===== src/hw/rtl/asm_keyword_lexer_assert.svh =====
// assertion macros shared by the lexer modules
`ifndef ASM_KEYWORD_LEXER_ASSERT_SVH
`define ASM_KEYWORD_LEXER_ASSERT_SVH

// same-cycle implication, off during reset
`define AKL_ASSERT_NOW(name, ante, cons) \
  name: assert property (@(posedge clk) disable iff (rst) (ante) |-> (cons)) \
    else $error("lexer check failed");

// next-cycle implication, off during reset
`define AKL_ASSERT_NEXT(name, ante, cons) \
  name: assert property (@(posedge clk) disable iff (rst) (ante) |=> (cons)) \
    else $error("lexer check failed");

`endif


===== src/hw/rtl/akl_pkg.sv =====
`default_nettype none

package akl_pkg;

  localparam int AKL_MAX_WORD_LEN  = 7;
  localparam int AKL_POSITION_BITS = 16;
  localparam int AKL_QUEUE_DEPTH   = 4;

  localparam int KW_COUNT     = 23;
  localparam int KW_MAX_CHARS = 6;
  localparam int KW_LEN_W     = 3;
  localparam int KW_CODE_W    = 5;

  localparam logic [7:0] NEWLINE_BYTE = 8'h0A;

  typedef enum logic [1:0] {
    KIND_KEYWORD = 2'd0,
    KIND_WORD    = 2'd1,
    KIND_DIGIT   = 2'd2
  } akl_kind_t;

  // first character sits in the top byte
  typedef logic [8*KW_MAX_CHARS-1:0] kw_text_t;

  typedef struct packed {
    logic                 hit;
    logic [KW_CODE_W-1:0] code;
  } akl_hit_t;

  // one queue entry: a finished word and/or a digit token
  typedef struct packed {
    logic                 word_valid;
    akl_kind_t            word_kind;
    logic [KW_CODE_W-1:0] word_code;
    logic                 digit_valid;
  } akl_tag_t;

  localparam kw_text_t KW_TEXT [KW_COUNT] = '{
    {"nop", 24'h0}, {"push", 16'h0}, {"pop", 24'h0}, {"add", 24'h0},
    {"sub", 24'h0}, {"mul", 24'h0}, {"dup", 24'h0}, {"indup", 8'h0},
    {"swap", 16'h0}, "inswap", {"div", 24'h0}, {"mod", 24'h0},
    {"cmpe", 16'h0}, {"cmpne", 8'h0}, {"cmpg", 16'h0}, {"cmpl", 16'h0},
    {"cmpge", 8'h0}, {"cmple", 8'h0}, {"jmp", 24'h0}, {"zjmp", 16'h0},
    {"nzjmp", 8'h0}, {"print", 8'h0}, {"halt", 16'h0}
  };

  localparam logic [KW_LEN_W-1:0] KW_LEN [KW_COUNT] = '{
    3'd3, 3'd4, 3'd3, 3'd3, 3'd3, 3'd3, 3'd3, 3'd5, 3'd4, 3'd6, 3'd3, 3'd3,
    3'd4, 3'd5, 3'd4, 3'd4, 3'd5, 3'd5, 3'd3, 3'd4, 3'd5, 3'd5, 3'd4
  };

  // parallel compare against the whole mnemonic bank
  function automatic akl_hit_t kw_lookup(input kw_text_t text,
                                         input logic [KW_LEN_W-1:0] len);
    akl_hit_t r;
    logic     same;
    r.hit  = 1'b0;
    r.code = '0;
    for (int k = 0; k < KW_COUNT; k++) begin
      same = (len == KW_LEN[k]);
      for (int i = 0; i < KW_MAX_CHARS; i++) begin
        if (i < int'(len) &&
            text[8*(KW_MAX_CHARS-i)-1 -: 8] != KW_TEXT[k][8*(KW_MAX_CHARS-i)-1 -: 8]) begin
          same = 1'b0;
        end
      end
      if (same && !r.hit) begin
        r.hit  = 1'b1;
        r.code = KW_CODE_W'(k);
      end
    end
    return r;
  endfunction

endpackage

`default_nettype wire


===== src/hw/rtl/akl_front.sv =====
`default_nettype none
`include "asm_keyword_lexer_assert.svh"

module akl_front #(
  parameter int MAX_WORD_LEN  = akl_pkg::AKL_MAX_WORD_LEN,
  parameter int POSITION_BITS = akl_pkg::AKL_POSITION_BITS
) (
  input  wire logic                     clk,
  input  wire logic                     rst,
  input  wire logic                     take,
  input  wire logic [7:0]               char_byte,
  input  wire logic                     end_of_text,
  output      logic                     push,
  output      akl_pkg::akl_tag_t        tag,
  output      logic [POSITION_BITS-1:0] word_line,
  output      logic [POSITION_BITS-1:0] word_column,
  output      logic [POSITION_BITS-1:0] digit_line,
  output      logic [POSITION_BITS-1:0] digit_column
);
  import akl_pkg::*;

  localparam int LW = $clog2(MAX_WORD_LEN + 1);
  localparam int IW = $clog2(MAX_WORD_LEN);

  logic [7:0]               letters [MAX_WORD_LEN];
  logic [LW-1:0]            len;
  logic                     too_long;
  logic                     in_word;
  logic [POSITION_BITS-1:0] start_line;
  logic [POSITION_BITS-1:0] start_column;
  logic [POSITION_BITS-1:0] line;
  logic [POSITION_BITS-1:0] column;

  logic                     is_letter;
  logic                     is_digit;
  logic [LW-1:0]            base_len;
  logic                     base_too;
  logic                     store;
  logic [LW-1:0]            w_len;
  logic                     w_too;
  logic                     flush;
  logic                     len_fits;
  kw_text_t                 text;
  akl_hit_t                 hit;

  always_comb begin
    is_letter = (char_byte >= 8'h41 && char_byte <= 8'h5A) ||
                (char_byte >= 8'h61 && char_byte <= 8'h7A);
    is_digit  = char_byte >= 8'h30 && char_byte <= 8'h39;
    base_len  = in_word ? len : '0;
    base_too  = in_word ? too_long : 1'b0;
    store     = is_letter && (base_len < LW'(MAX_WORD_LEN));
    w_len     = store ? base_len + 1'b1 : base_len;
    w_too     = base_too | (is_letter & ~store);
    flush     = is_letter ? end_of_text : in_word;
    for (int i = 0; i < KW_MAX_CHARS; i++) begin
      text[8*(KW_MAX_CHARS-i)-1 -: 8] =
        (store && base_len == LW'(i)) ? char_byte : letters[i];
    end
    len_fits = w_len <= LW'(KW_MAX_CHARS);
    hit      = kw_lookup(text, len_fits ? KW_LEN_W'(w_len) : '0);

    push             = take && (flush || is_digit);
    tag.word_valid   = flush;
    tag.word_kind    = (hit.hit && !w_too) ? KIND_KEYWORD : KIND_WORD;
    tag.word_code    = (hit.hit && !w_too) ? hit.code : '0;
    tag.digit_valid  = !is_letter && is_digit;
    word_line        = in_word ? start_line : line;
    word_column      = in_word ? start_column : column;
    digit_line       = line;
    digit_column     = column;
  end

  always_ff @(posedge clk) begin
    if (take && store) begin
      letters[base_len[IW-1:0]] <= char_byte;
    end
  end

  always_ff @(posedge clk) begin
    if (rst) begin
      len          <= '0;
      too_long     <= 1'b0;
      in_word      <= 1'b0;
      start_line   <= POSITION_BITS'(1);
      start_column <= POSITION_BITS'(1);
      line         <= POSITION_BITS'(1);
      column       <= POSITION_BITS'(1);
    end else if (take) begin
      if (is_letter && !flush) begin
        in_word      <= 1'b1;
        len          <= w_len;
        too_long     <= w_too;
        start_line   <= word_line;
        start_column <= word_column;
      end else begin
        in_word  <= 1'b0;
        len      <= '0;
        too_long <= 1'b0;
      end
      if (char_byte == NEWLINE_BYTE) begin
        line   <= (line == '1) ? line : line + 1'b1;
        column <= POSITION_BITS'(1);
      end else begin
        column <= (column == '1) ? column : column + 1'b1;
      end
    end
  end

  `AKL_ASSERT_NOW(fr_push_has_result, push, tag.word_valid || tag.digit_valid)
  `AKL_ASSERT_NOW(fr_word_has_letters, in_word, len != '0)

endmodule

`default_nettype wire


===== src/hw/rtl/akl_queue.sv =====
`default_nettype none
`include "asm_keyword_lexer_assert.svh"

module akl_queue #(
  parameter int WIDTH = 8,
  parameter int DEPTH = akl_pkg::AKL_QUEUE_DEPTH
) (
  input  wire logic             clk,
  input  wire logic             rst,
  input  wire logic             push,
  input  wire logic [WIDTH-1:0] wdata,
  output      logic             full,
  input  wire logic             pop,
  output      logic [WIDTH-1:0] rdata,
  output      logic             not_empty
);
  localparam int PW = $clog2(DEPTH);
  localparam int CW = $clog2(DEPTH + 1);

  logic [WIDTH-1:0] entries [DEPTH];
  logic [PW-1:0]    wr_ptr;
  logic [PW-1:0]    rd_ptr;
  logic [CW-1:0]    count;

  assign full      = count == CW'(DEPTH);
  assign not_empty = count != '0;
  assign rdata     = entries[rd_ptr];

  always_ff @(posedge clk) begin
    if (push) begin
      entries[wr_ptr] <= wdata;
    end
  end

  always_ff @(posedge clk) begin
    if (rst) begin
      wr_ptr <= '0;
      rd_ptr <= '0;
      count  <= '0;
    end else begin
      if (push) begin
        wr_ptr <= (wr_ptr == PW'(DEPTH - 1)) ? '0 : wr_ptr + 1'b1;
      end
      if (pop) begin
        rd_ptr <= (rd_ptr == PW'(DEPTH - 1)) ? '0 : rd_ptr + 1'b1;
      end
      if (push && !pop) begin
        count <= count + 1'b1;
      end else if (pop && !push) begin
        count <= count - 1'b1;
      end
    end
  end

  `AKL_ASSERT_NOW(q_no_overflow, push, !full)
  `AKL_ASSERT_NOW(q_no_underflow, pop, not_empty)

endmodule

`default_nettype wire


===== src/hw/rtl/akl_back.sv =====
`default_nettype none
`include "asm_keyword_lexer_assert.svh"

module akl_back #(
  parameter int POSITION_BITS = akl_pkg::AKL_POSITION_BITS
) (
  input  wire logic                     clk,
  input  wire logic                     rst,
  input  wire logic                     head_valid,
  input  wire akl_pkg::akl_tag_t        head_tag,
  input  wire logic [POSITION_BITS-1:0] head_word_line,
  input  wire logic [POSITION_BITS-1:0] head_word_column,
  input  wire logic [POSITION_BITS-1:0] head_digit_line,
  input  wire logic [POSITION_BITS-1:0] head_digit_column,
  output      logic                     pop,
  output      logic                     out_valid,
  input  wire logic                     out_ready,
  output      akl_pkg::akl_kind_t       out_kind,
  output      logic [akl_pkg::KW_CODE_W-1:0] out_code,
  output      logic [POSITION_BITS-1:0] out_line,
  output      logic [POSITION_BITS-1:0] out_column,
  output      logic                     out_last
);
  import akl_pkg::*;

  logic                     phase;   // word part of the head entry already sent
  logic                     sel_word;
  logic                     cur_last;
  logic                     load;

  always_comb begin
    sel_word = head_tag.word_valid && !phase;
    cur_last = !(sel_word && head_tag.digit_valid);
    load     = head_valid && (!out_valid || out_ready);
    pop      = load && cur_last;
  end

  always_ff @(posedge clk) begin
    if (load) begin
      out_kind   <= sel_word ? head_tag.word_kind : KIND_DIGIT;
      out_code   <= sel_word ? head_tag.word_code : '0;
      out_line   <= sel_word ? head_word_line : head_digit_line;
      out_column <= sel_word ? head_word_column : head_digit_column;
      out_last   <= cur_last;
    end
  end

  always_ff @(posedge clk) begin
    if (rst) begin
      out_valid <= 1'b0;
      phase     <= 1'b0;
    end else begin
      if (load) begin
        out_valid <= 1'b1;
        phase     <= !cur_last;
      end else if (out_ready) begin
        out_valid <= 1'b0;
      end
    end
  end

  `AKL_ASSERT_NOW(bk_phase_has_digit, phase, head_valid && head_tag.digit_valid)

endmodule

`default_nettype wire


===== src/hw/rtl/asm_keyword_lexer.sv =====
// assembler keyword lexer
// s_axis carries source text, one byte per transaction; tlast marks the final
// byte of the source and flushes a word still pending after it.
// m_axis carries tokens: tuser is the kind (keyword, unknown word, digit),
// tdata holds the mnemonic code and the line and column where the token
// starts; tlast marks the last token caused by one input byte (a byte that
// ends a word and is itself a digit gives two tokens).
// throughput: one byte per cycle while the queue has space; a byte that gives two
// tokens sends them one after the other, and the four-entry queue between the
// classifying front end and the token emitter absorbs such bursts.
// path: a byte accepted at a clock edge is written to the queue at that same
// edge; its first token then goes to m_axis through the output register.
// bytes that give no token (spaces, punctuation, letters inside a word)
// never reach the queue.
// reset: line and column return to 1, no word pending, queue and output empty.
// a stall on m_axis fills the queue; s_axis_tready drops once it is full.
`default_nettype none

module asm_keyword_lexer #(
  parameter int MAX_WORD_LEN  = akl_pkg::AKL_MAX_WORD_LEN,
  parameter int POSITION_BITS = akl_pkg::AKL_POSITION_BITS
) (
  input  wire logic                   clk,
  input  wire logic                   rst,
  // input stream
  input  wire logic                   s_axis_tvalid,
  output      logic                   s_axis_tready,
  input  wire logic [7:0]             s_axis_tdata,   // char_byte
  input  wire logic                   s_axis_tlast,   // end_of_text
  // token stream
  output      logic                   m_axis_tvalid,
  input  wire logic                   m_axis_tready,
  output      logic [((akl_pkg::KW_CODE_W + 2*POSITION_BITS + 7)/8)*8-1:0]
                                      m_axis_tdata,   // keyword_code, token_line,
                                                      // token_column, zero fill
  output      logic [1:0]             m_axis_tuser,   // token_kind
  output      logic                   m_axis_tlast    // last_of_run
);
  import akl_pkg::*;

  localparam int TDATA_W = ((KW_CODE_W + 2*POSITION_BITS + 7)/8)*8;
  localparam int TAG_W   = $bits(akl_tag_t);
  localparam int ENTRY_W = TAG_W + 4*POSITION_BITS;

  logic                     take;
  // front end to queue
  logic                     fr_push;
  akl_tag_t                 fr_tag;
  logic [POSITION_BITS-1:0] fr_word_line;
  logic [POSITION_BITS-1:0] fr_word_column;
  logic [POSITION_BITS-1:0] fr_digit_line;
  logic [POSITION_BITS-1:0] fr_digit_column;
  // queue head to emitter
  logic                     q_full;
  logic                     q_pop;
  logic                     q_valid;
  logic [ENTRY_W-1:0]       q_rdata;
  akl_tag_t                 hd_tag;
  logic [POSITION_BITS-1:0] hd_word_line;
  logic [POSITION_BITS-1:0] hd_word_column;
  logic [POSITION_BITS-1:0] hd_digit_line;
  logic [POSITION_BITS-1:0] hd_digit_column;
  // output register
  akl_kind_t                out_kind;
  logic [KW_CODE_W-1:0]     out_code;
  logic [POSITION_BITS-1:0] out_line;
  logic [POSITION_BITS-1:0] out_column;

  // the front end never waits on the emitter, only on queue space
  assign s_axis_tready = !q_full;
  assign take          = s_axis_tvalid && s_axis_tready;

  akl_front #(
    .MAX_WORD_LEN  (MAX_WORD_LEN),
    .POSITION_BITS (POSITION_BITS)
  ) u_front (
    .clk          (clk),
    .rst          (rst),
    .take         (take),
    .char_byte    (s_axis_tdata),
    .end_of_text  (s_axis_tlast),
    .push         (fr_push),
    .tag          (fr_tag),
    .word_line    (fr_word_line),
    .word_column  (fr_word_column),
    .digit_line   (fr_digit_line),
    .digit_column (fr_digit_column)
  );

  akl_queue #(
    .WIDTH (ENTRY_W),
    .DEPTH (AKL_QUEUE_DEPTH)
  ) u_queue (
    .clk       (clk),
    .rst       (rst),
    .push      (fr_push),
    .wdata     ({fr_tag, fr_word_line, fr_word_column, fr_digit_line, fr_digit_column}),
    .full      (q_full),
    .pop       (q_pop),
    .rdata     (q_rdata),
    .not_empty (q_valid)
  );

  assign {hd_tag, hd_word_line, hd_word_column, hd_digit_line, hd_digit_column} = q_rdata;

  akl_back #(
    .POSITION_BITS (POSITION_BITS)
  ) u_back (
    .clk               (clk),
    .rst               (rst),
    .head_valid        (q_valid),
    .head_tag          (hd_tag),
    .head_word_line    (hd_word_line),
    .head_word_column  (hd_word_column),
    .head_digit_line   (hd_digit_line),
    .head_digit_column (hd_digit_column),
    .pop               (q_pop),
    .out_valid         (m_axis_tvalid),
    .out_ready         (m_axis_tready),
    .out_kind          (out_kind),
    .out_code          (out_code),
    .out_line          (out_line),
    .out_column        (out_column),
    .out_last          (m_axis_tlast)
  );

  // code in the low bits, then line, then column, zero filled to whole bytes
  assign m_axis_tdata = TDATA_W'({out_column, out_line, out_code});
  assign m_axis_tuser = out_kind;

endmodule

`default_nettype wire

===== config.mk =====
export PLATFORM = sky130hd
export DESIGN_NAME = asm_keyword_lexer
export DESIGN_NICKNAME = d
export VERILOG_FILES = /design/src/hw/rtl/akl_pkg.sv /design/src/hw/rtl/akl_front.sv /design/src/hw/rtl/akl_queue.sv /design/src/hw/rtl/akl_back.sv /design/src/hw/rtl/asm_keyword_lexer.sv
export VERILOG_INCLUDE_DIRS = /design/src /design/src/hw/rtl
export SDC_FILE = /design/constraint.sdc
export NUM_CORES = 1
export LEC_CHECK = 0
export BUFFER_PORTS_ARGS = -buffer_cell sky130_fd_sc_hd__buf_2
export CAP_MARGIN = 20
export CORE_AREA = 2 2 240 242
export DETAILED_ROUTE_END_ITERATION = 16
export DIE_AREA = 0 0 242 244
export GPL_TIMING_DRIVEN = 0
export SLEW_MARGIN = 20
export SYNTH_ARGS = -nofsm -noshare
export SYNTH_HDL_FRONTEND = slang
export SYNTH_SLANG_ARGS = --single-unit

===== constraint.sdc =====
create_clock -name clk -period 8.1 [get_ports clk]
set_input_delay 0.81 -clock clk [delete_from_list [all_inputs] [get_ports clk]]
set_output_delay 0.81 -clock clk [all_outputs]
set_load 0.1 [all_outputs]

# After elaboration in Yosys (flattened, before gate mapping)
# Memory sizes are Yosys's and may differ from the RTL's. A register that Yosys moved wholly into a read port is not among the register bits.
# Cells that the tools add are included.
[word_totals] memories=2 ff_bits=118 mem_bits_rw=344
[classes] reduce_logical=138 order_cmp=14 eq_ne=63 muxes=181 bitwise_logic=4 add_sub_neg=7
[mem_list] memory="u_queue.entries" words=4 word_bits=72 read_ports=1 rd_clocked_by_memory_dff=1 write_ports=1 line="akl_queue.sv:20" rtl="logic [WIDTH-1:0] entries [DEPTH];"
[mem_list] memory="u_front.letters" words=7 word_bits=8 read_ports=6 rd_clocked_by_memory_dff=0 write_ports=1 line="akl_front.sv:25" rtl="logic [7:0] letters [MAX_WORD_LEN];"
[op_table] op="!= test 8 x 7 -> 1 bit (second input constant)" n=47
[op_table] op="two-way mux 6 bit" n=23
[op_table] op="two-way mux 1 bit" n=135
[op_table] op="two-way mux 16 bit" n=6
[op_table] op="logical AND 1 bit" n=94
[op_table] op="two-way mux 8 bit" n=6
[op_table] op="adder 16 x 1 -> 16 bit (second input constant)" n=2
[op_table] op="equality test 16 bit (second input constant)" n=2
[op_table] op="zero test 1 bit" n=31
[op_table] op="nonzero test 8 bit" n=3
[op_table] op="equality test 3 bit (second input constant)" n=6
[op_table] op="two-way mux 3 bit" n=6
[op_table] op=">= comparator 8 x 7 -> 1 bit (second input constant)" n=2
[op_table] op="less-or-equal comparator 8 x 7 -> 1 bit (second input constant)" n=2
[op_table] op="equality test 3 x 2 -> 1 bit (second input constant)" n=3
[op_table] op="equality test 8 x 4 -> 1 bit (second input constant)" n=1
[op_table] op=">= comparator 8 x 6 -> 1 bit (second input constant)" n=1
[op_table] op="less-or-equal comparator 8 x 6 -> 1 bit (second input constant)" n=1
[op_table] op="two-way mux 2 bit" n=4
[op_table] op="adder 3 x 1 -> 3 bit (second input constant)" n=2
[op_table] op="less-than comparator 1 x 3 -> 1 bit (first input constant)" n=2
[op_table] op="less-than comparator 2 x 3 -> 1 bit (first input constant)" n=2
[op_table] op="less-than comparator 3 bit (first input constant)" n=2
[op_table] op="two-way mux 5 bit" n=1
[op_table] op="other kinds (16)" n=23

# Longest topological paths before layout
# Gate-level depths: netlist of the first run.
[logic_depth] word_depth=84 ltp_mapped=16 mapped_depth_nobuf=13

# Modules after synthesis
# A second synthesis of the first run with hierarchy kept.
[unflattened] hier_cells=1396 hier_area_um2=19693.9
[by_module_without_submodules] module="akl_queue" cells_each=425 seq_area_each_um2=8948.6 n_inst=1 area_each_um2=11049.3
[by_module_without_submodules] module="akl_front" cells_each=801 seq_area_each_um2=2822.7 n_inst=1 area_each_um2=6849.1
[by_module_without_submodules] module="akl_back" cells_each=164 seq_area_each_um2=1241.2 n_inst=1 area_each_um2=1759.2
[by_module_without_submodules] module="asm_keyword_lexer" cells_each=6 seq_area_each_um2=0.0 n_inst=1 area_each_um2=36.3

# Worst setup path before layout of the first run
# No wires, ideal clock.
[synth_path] path_type="input to register" startpoint="input port s_axis_tdata[0]" endpoint="memory u_queue.entries[0][0] (netlist bit), enable pin" arrival_ps=4193 setup_time_ps=438 setup_slack_ps=3469 path_stages=10 cell_sequence="buf_2 -> or4_1 -> buf_4 -> o221ai_2 -> buf_4 -> nand2_1 -> nand2_1 -> o21ba_2 -> clkbuf_1 -> and2_1"
[synth_rtl] element="start: declaration" line="asm_keyword_lexer.sv:28" rtl="input wire logic [7:0] s_axis_tdata,"
[synth_rtl] element="end: declaration" line="akl_queue.sv:20"

==> flow_summary.ini, run 1 <==
[sta]
fin_worst_skew_ns = 0.0300
max_slew_margin_pct = 30.2
worst_pin_slew_ns = 1.02
fin_ws_ns = 2.99
rsz0062_at_grt = false
hold_violations = 0
period_share_pct = 63.1
fin_crit_ns = 5.11
final-setup-viol-count = 0
drv_slew = 0
clock.fmax_mhz = 196
tns_ns = 0

[routing]
antenna_left = 0
num_vias = 11700
via_per_inst = 5.25
routedWlPerCell_um = 20.9
drt_iter0_markers = 908
drcViolationCount = 0
first_pass_iters = 5
wl_um = 46700

[worst_setup_path]
path_cells = clkbuf_1 > nand2_1 > inv_1 > ha_1 > and3_1 > clkbuf_1 > nand2_1 > a31oi_1 > a2111oi_0 > a311o_1 > a21oi_1 > nand3_1 > o41ai_2 > a31oi_1
end_kind = flip-flop
cpMaxStageDelayCell = o41ai_2
start_kind = flip-flop
criticalPathCategory = flip-flop to flip-flop
arrival_ns = 5.37
required_ns = 8.36
worst-path-max-fanout = 9
max_stage_delay_ns = 0.71

[global_route]
gr-total-overflow = 0
grt_max_degree = 52
grt_pass1_wl_um = 71600
antenna_found_initial = 0
gr-usage-all-layers_pct = 15.7
grt_pass1_vias = 11900

[power_and_ir_drop]
clockPowerShare_pct = 32.4
p_sw_mw = 2.25
leakage_nw = 7.53
p_per_area_nw_per_um2 = 297
combinationalPowerShare_pct = 25.9
irDropWorstVdd_v = 0.000316
seq_power_share_pct = 41.6
netSwitchingFraction_pct = 33.5
p_int_mw = 4.46

[die]
die_area_sq_um = 59000
start_util_pct = 34.9
die_h_um = 244
die-width_um = 242
core_area_sq_um = 56200
std_cell_rows = 87
ioPinCount = 58

[clock_network]
htreeDepth = 2
post_cts_buffers = 0
cts_tree = done
cts_resized = 0
clockBufferDepth = 3
path_clk_slew_ns = 0.06
cts-root-buf = clkbuf_16
cts_sinks = 456
hold_buffers = 0
clk_latency_ns = 0.60
numCtsBuffers = 47

[finish]
nFillCells = 5208
final_cells = 2233
postLayoutCellArea_sq_um = 22600
synthToLayoutAreaGrowth_pct = 15.4
layout-drive-gt1-share_pct = 21.7
diodes = 0
nets = 1465
multi_input_area_sq_um = 6380
utilization_pct = 40.3
final-seq-area_sq_um = 12900

[synth]
synth_warnings = 0
syn_inst = 1326
synth_compound_area_share_pct = 5.02
synth_mux_area_share_pct = 13.3
synth_simple_gate_area_share_pct = 11.6
synthAdderAreaFrac_pct = 0.932
syn_area_sq_um = 19600
ys_dominant_reg_cell = edfxtp_1
ys_seq_area_share_pct = 65.8
synth_edf_count = 376
synthDistinctLibCells = 83
synth_xor_area_share_pct = 1.34
syn_avg_cell_area_sq_um = 14.8
async_flop_share_pct = 0
ys_ff_latch = 456
synth_top_family_by_area = multiplexers

[placed_design]
dp_cells = 2145
place_ws_ns = 2.87
placed_cell_area_sq_um = 21000
place_hpwl_um = 32200
place.port_buffers = 52
gp_congestion = 0.931

[status]
status = complete, no violations

[flow_run]
maxCapViolations = 0

[hold_path]
hp-class = flip-flop to flip-flop
synth_stat cells, types with 11 or more instances:
master	number	area, sq um
clkbuf_1	49	184
ha_1	13	163
buf_1	11	41.3
xor2_1	19	166
nand2_1	63	236
dfxtp_1	80	1600
inv_1	16	60.1
edfxtp_1	376	11300
nor2_1	111	417
nor2b_1	13	81.3
o21ai_0	24	120
nand3_1	40	200
a21oi_1	27	135
and2_1	11	68.8
mux2_2	71	800
mux4_2	72	1620
xnor2_1	11	96.3
or3_1	11	68.8
nor3_1	83	415
nand2b_1	14	87.6
mux2i_1	15	150
nand4_1	13	81.3
power groups by stage:
stage	logic [mW]	clock network [mW]	registers [mW]
floorplan	0.598	0	3.63
global placement	1.72	0	2.86
detailed placement	1.77	0	2.85
CTS	1.77	2.23	2.80
global route	1.83	2.32	2.81
finish	1.74	2.18	2.79
per-layer routing:
layer	vias up	wire, um	track usage (%)
met5	-	0	0
met4	0	887	3.70
met1	5977	20800	21.1
met2	266	23000	26.9
met3	65	1980	2.41
li1	5413	-	-
path summary, 6_finish.rpt:
kind | slack, ns | end | start | cells past startpoint
hold / removal | 0.49 | u_front.start_line[2] | u_front.start_line[2] | 2
setup / recovery | 2.99 | u_queue.entries[3][67] | u_front.len[1] | 14
setup reg to reg | 2.99 | u_queue.entries[3][67] | u_front.len[1] | 14
hold reg to reg | 0.49 | u_front.start_line[2] | u_front.start_line[2] | 2
cell usage in the layout (no fill, tap or decap), types with 7 or more instances in the layout:
cell type / n
nand3b_1: 9
xor2_1: 19
inv_1: 16
clkbuf_16: 49
and2_1: 7
nand3_1: 40
mux2i_1: 15
or4_1: 7
ha_1: 13
buf_4: 7
nor2_1: 111
xnor2_1: 11
nor3b_1: 10
nor4_1: 7
or3_1: 11
a21oi_1: 26
a22oi_1: 9
buf_2: 61
mux2_2: 71
o21ai_0: 24
nor3_1: 83
nor2b_1: 13
and3_1: 10
and4_1: 8
edfxtp_1: 376
o211ai_1: 7
clkbuf_1: 63
dfxtp_1: 80
nand4_1: 13
nand2b_1: 14
nand2_1: 63
mux4_2: 72
a31oi_1: 9
clkinv_2: 8
area by class of cell:
cell class / instances / share of cell area [%]
clock buffers: 69 / 6.02
repair buffers: 61 / 1.90
inverters: 16 / 0.266
clock inverters: 19 / 0.957
well taps: 756 / 4.18
multi-input cells: 782 / 28.2
flip-flops and latches: 456 / 57.0
plain buffers: 74 / 1.44
state kept, by name, summed over array words and instances (netlist names), named ones only:
signal / flops
u_queue.entries: 288
u_front.letters: 48
u_back.out_column: 16
u_back.out_line: 16
u_front.digit_column: 16
u_front.digit_line: 16
u_front.start_column: 16
u_front.start_line: 16
u_back.out_code: 5
u_front.len: 3
u_queue.count: 3
u_back.out_kind: 2
u_queue.rd_ptr: 2
u_queue.wr_ptr: 2
u_back.out_last: 1
u_back.out_valid: 1
u_back.phase: 1
u_front.in_word: 1
u_front.too_long: 1
stage by stage:
step	power [mW]	hold slack, ns
2_1_floorplan	4.22	0.451
3_3_place_gp	4.57	0.460
3_5_place_dp	4.61	0.486
4_1_cts	6.80	0.495
5_1_grt	6.96	0.508
6_report	6.71	0.491
critical path, delay by kind of cell, from the launching register on:
family | cells | cell delay [ns]
AND/OR/NAND/NOR | 4 | 0.96
flip-flops | 1 | 0.31
buffers and inverters | 3 | 0.79
AO/OA/AOI/OAI | 6 | 2.49
adder cells (fa/ha/maj) | 1 | 0.24
logic make-up after synthesis:
kind of cell,after synthesis
flip-flops,456
AND/OR/NAND/NOR,439
multiplexers,160
AO/OA/AOI/OAI,136
buffers and inverters,90
XOR/XNOR,30
adder cells (fa/ha/maj),14
other,1
No activity file was read; power rests on OpenSTA's default activity.
==> inputs of run 2 (changes only) <==
Clock period 8.1 ns to 5.35 ns, I/O delays scaled along.
==> run 2 against run 1 <==
  * Design area is essentially flat
  * Largest cell class unchanged
  * Clock skew is essentially flat
  * Sequential share of layout area is essentially flat
==> flow_summary.ini, run 2 (same netlist as run 1, synthesis figures left out) <==
[clock_network]
cts-root-buf = clkbuf_16
clk_latency_ns = 0.60
clockBufferDepth = 3
cts_resized = 0
numCtsBuffers = 47
path_clk_slew_ns = 0.06
hold_buffers = 0
post_cts_buffers = 0
cts_tree = done
htreeDepth = 2
cts_sinks = 456

[worst_setup_path]
max_stage_delay_ns = 0.75
worstReg2RegStart = u_front.len[1]
path_cells = clkbuf_1 > nand2_1 > inv_1 > ha_1 > and3_1 > clkbuf_1 > nand2_1 > o41ai_1 > o21ai_0 > a211oi_1 > a211oi_2 > nand3_1 > o41ai_4 > a31oi_1
worst-path-max-fanout = 9
criticalPathCategory = flip-flop to flip-flop
cpMaxStageDelayCell = o41ai_1
start_kind = flip-flop
required_ns = 5.66
end_kind = flip-flop
startpoint = u_front.len[1]
arrival_ns = 5.26
ff2ff_path_depth = 14

[routing]
drt_iter0_markers = 927
wl_um = 46700
via_per_inst = 5.24
drcViolationCount = 0
first_pass_iters = 5
routedWlPerCell_um = 20.9
antenna_left = 0
num_vias = 11700

[placed_design]
place.port_buffers = 52
place_hpwl_um = 32200
placed_cell_area_sq_um = 21000
gp_congestion = 0.931

[flow_run]
maxCapViolations = 0

[status]
status = complete, no violations

[global_route]
gr-usage-all-layers_pct = 15.7
grt_max_degree = 52
grt_pass1_wl_um = 71600
gr-total-overflow = 0
grt_pass1_vias = 11900
antenna_found_initial = 0

[power_and_ir_drop]
p_per_area_nw_per_um2 = 449
irDropWorstVdd_v = 0.000477
leakage_nw = 7.53

[hold_path]
worstHoldPathCells = 4
hp-class = input pin to flip-flop
hp-start = m_axis_tready

[die]
die-width_um = 242
die_area_sq_um = 59000
std_cell_rows = 87
core_area_sq_um = 56200
start_util_pct = 34.9
ioPinCount = 58
die_h_um = 244

[finish]
final_common_cell = edfxtp_1
multi_input_area_sq_um = 6400
nets = 1465
largest-register = u_queue.entries
largest_reg_flops = 288
final-seq-area_sq_um = 12900
synthToLayoutAreaGrowth_pct = 15.5
diodes = 0
nFillCells = 5206
mostFrequentLayoutCells = edfxtp_1, nor2_1, nor3_1, dfxtp_1, mux4_2
layout-drive-gt1-share_pct = 21.7
postLayoutCellArea_sq_um = 22600

[sta]
max_slew_margin_pct = 31.0
clock.fmax_mhz = 202
drv_slew = 0
worst_pin_slew_ns = 1.01
tns_ns = 0
fin_worst_skew_ns = 0.0301
rsz0062_at_grt = false
hold_violations = 0
period_share_pct = 92.6
fin_crit_ns = 4.96
final-setup-viol-count = 0
==> run 2: cell counts in the layout (fill, tap and decap cells not counted) <==
No cell type changed its count.
==> run 2: power by group <==
group / switching, mW / internal [mW]
Combinational: 1.95 / 0.686
Sequential: 0.0927 / 4.14
Clock: 1.37 / 1.93
==> run 2: cell type report <==
class                           count  share of cell area [%]
Clock inverter                     19                   0.956
Inverter                           16                   0.265
Buffer                             74                    1.44
Multi-Input combinational cell    782                    28.3
Clock buffer                       69                    6.01
Timing Repair Buffer               61                    1.90
Sequential cell                   456                    57.0
Tap cell                          756                    4.18
==> run 2: final timing paths <==
kind	end	slack [ns]
setup / recovery	u_queue.entries[3][67]	0.39
setup reg to reg	u_queue.entries[3][67]	0.39
hold reg to reg	u_front.start_line[2]	0.49
hold / removal	u_back.out_valid	0.27
==> run 2: through the flow <==
step	hold slack (ns)	total power, mW	setup slack [ns]	cells	util, %
6_report	0.267	10.2	0.395	2233	40.3
5_1_grt	0.275	10.5	0.0639	2233	40.3
4_1_cts	0.241	10.3	0.329	2233	40.3
3_3_place_gp	0.460	6.93	-1.18	2136	37.1
3_5_place_dp	0.486	6.98	0.378	2145	37.4
2_1_floorplan	0.451	6.40	0.893	1328	-
==> run 2: worst max-delay path: cells and delay by family (launching register included) <==
family / cells / cell delay, ns
DFF: 1 / 0.31
and+or+nand+nor: 4 / 1.00
buffers and inverters: 3 / 0.78
AOI/OAI and AO/OA: 6 / 2.35
adders and majority gates: 1 / 0.25
==> run 2: layer usage <==
layer	global-route usage (%)	routed length (um)	vias up
met2	26.9	23000	248
met1	21.1	20900	5984
met5	0	0	-
met4	3.70	875	0
li1	-	-	5408
met3	2.41	1940	62
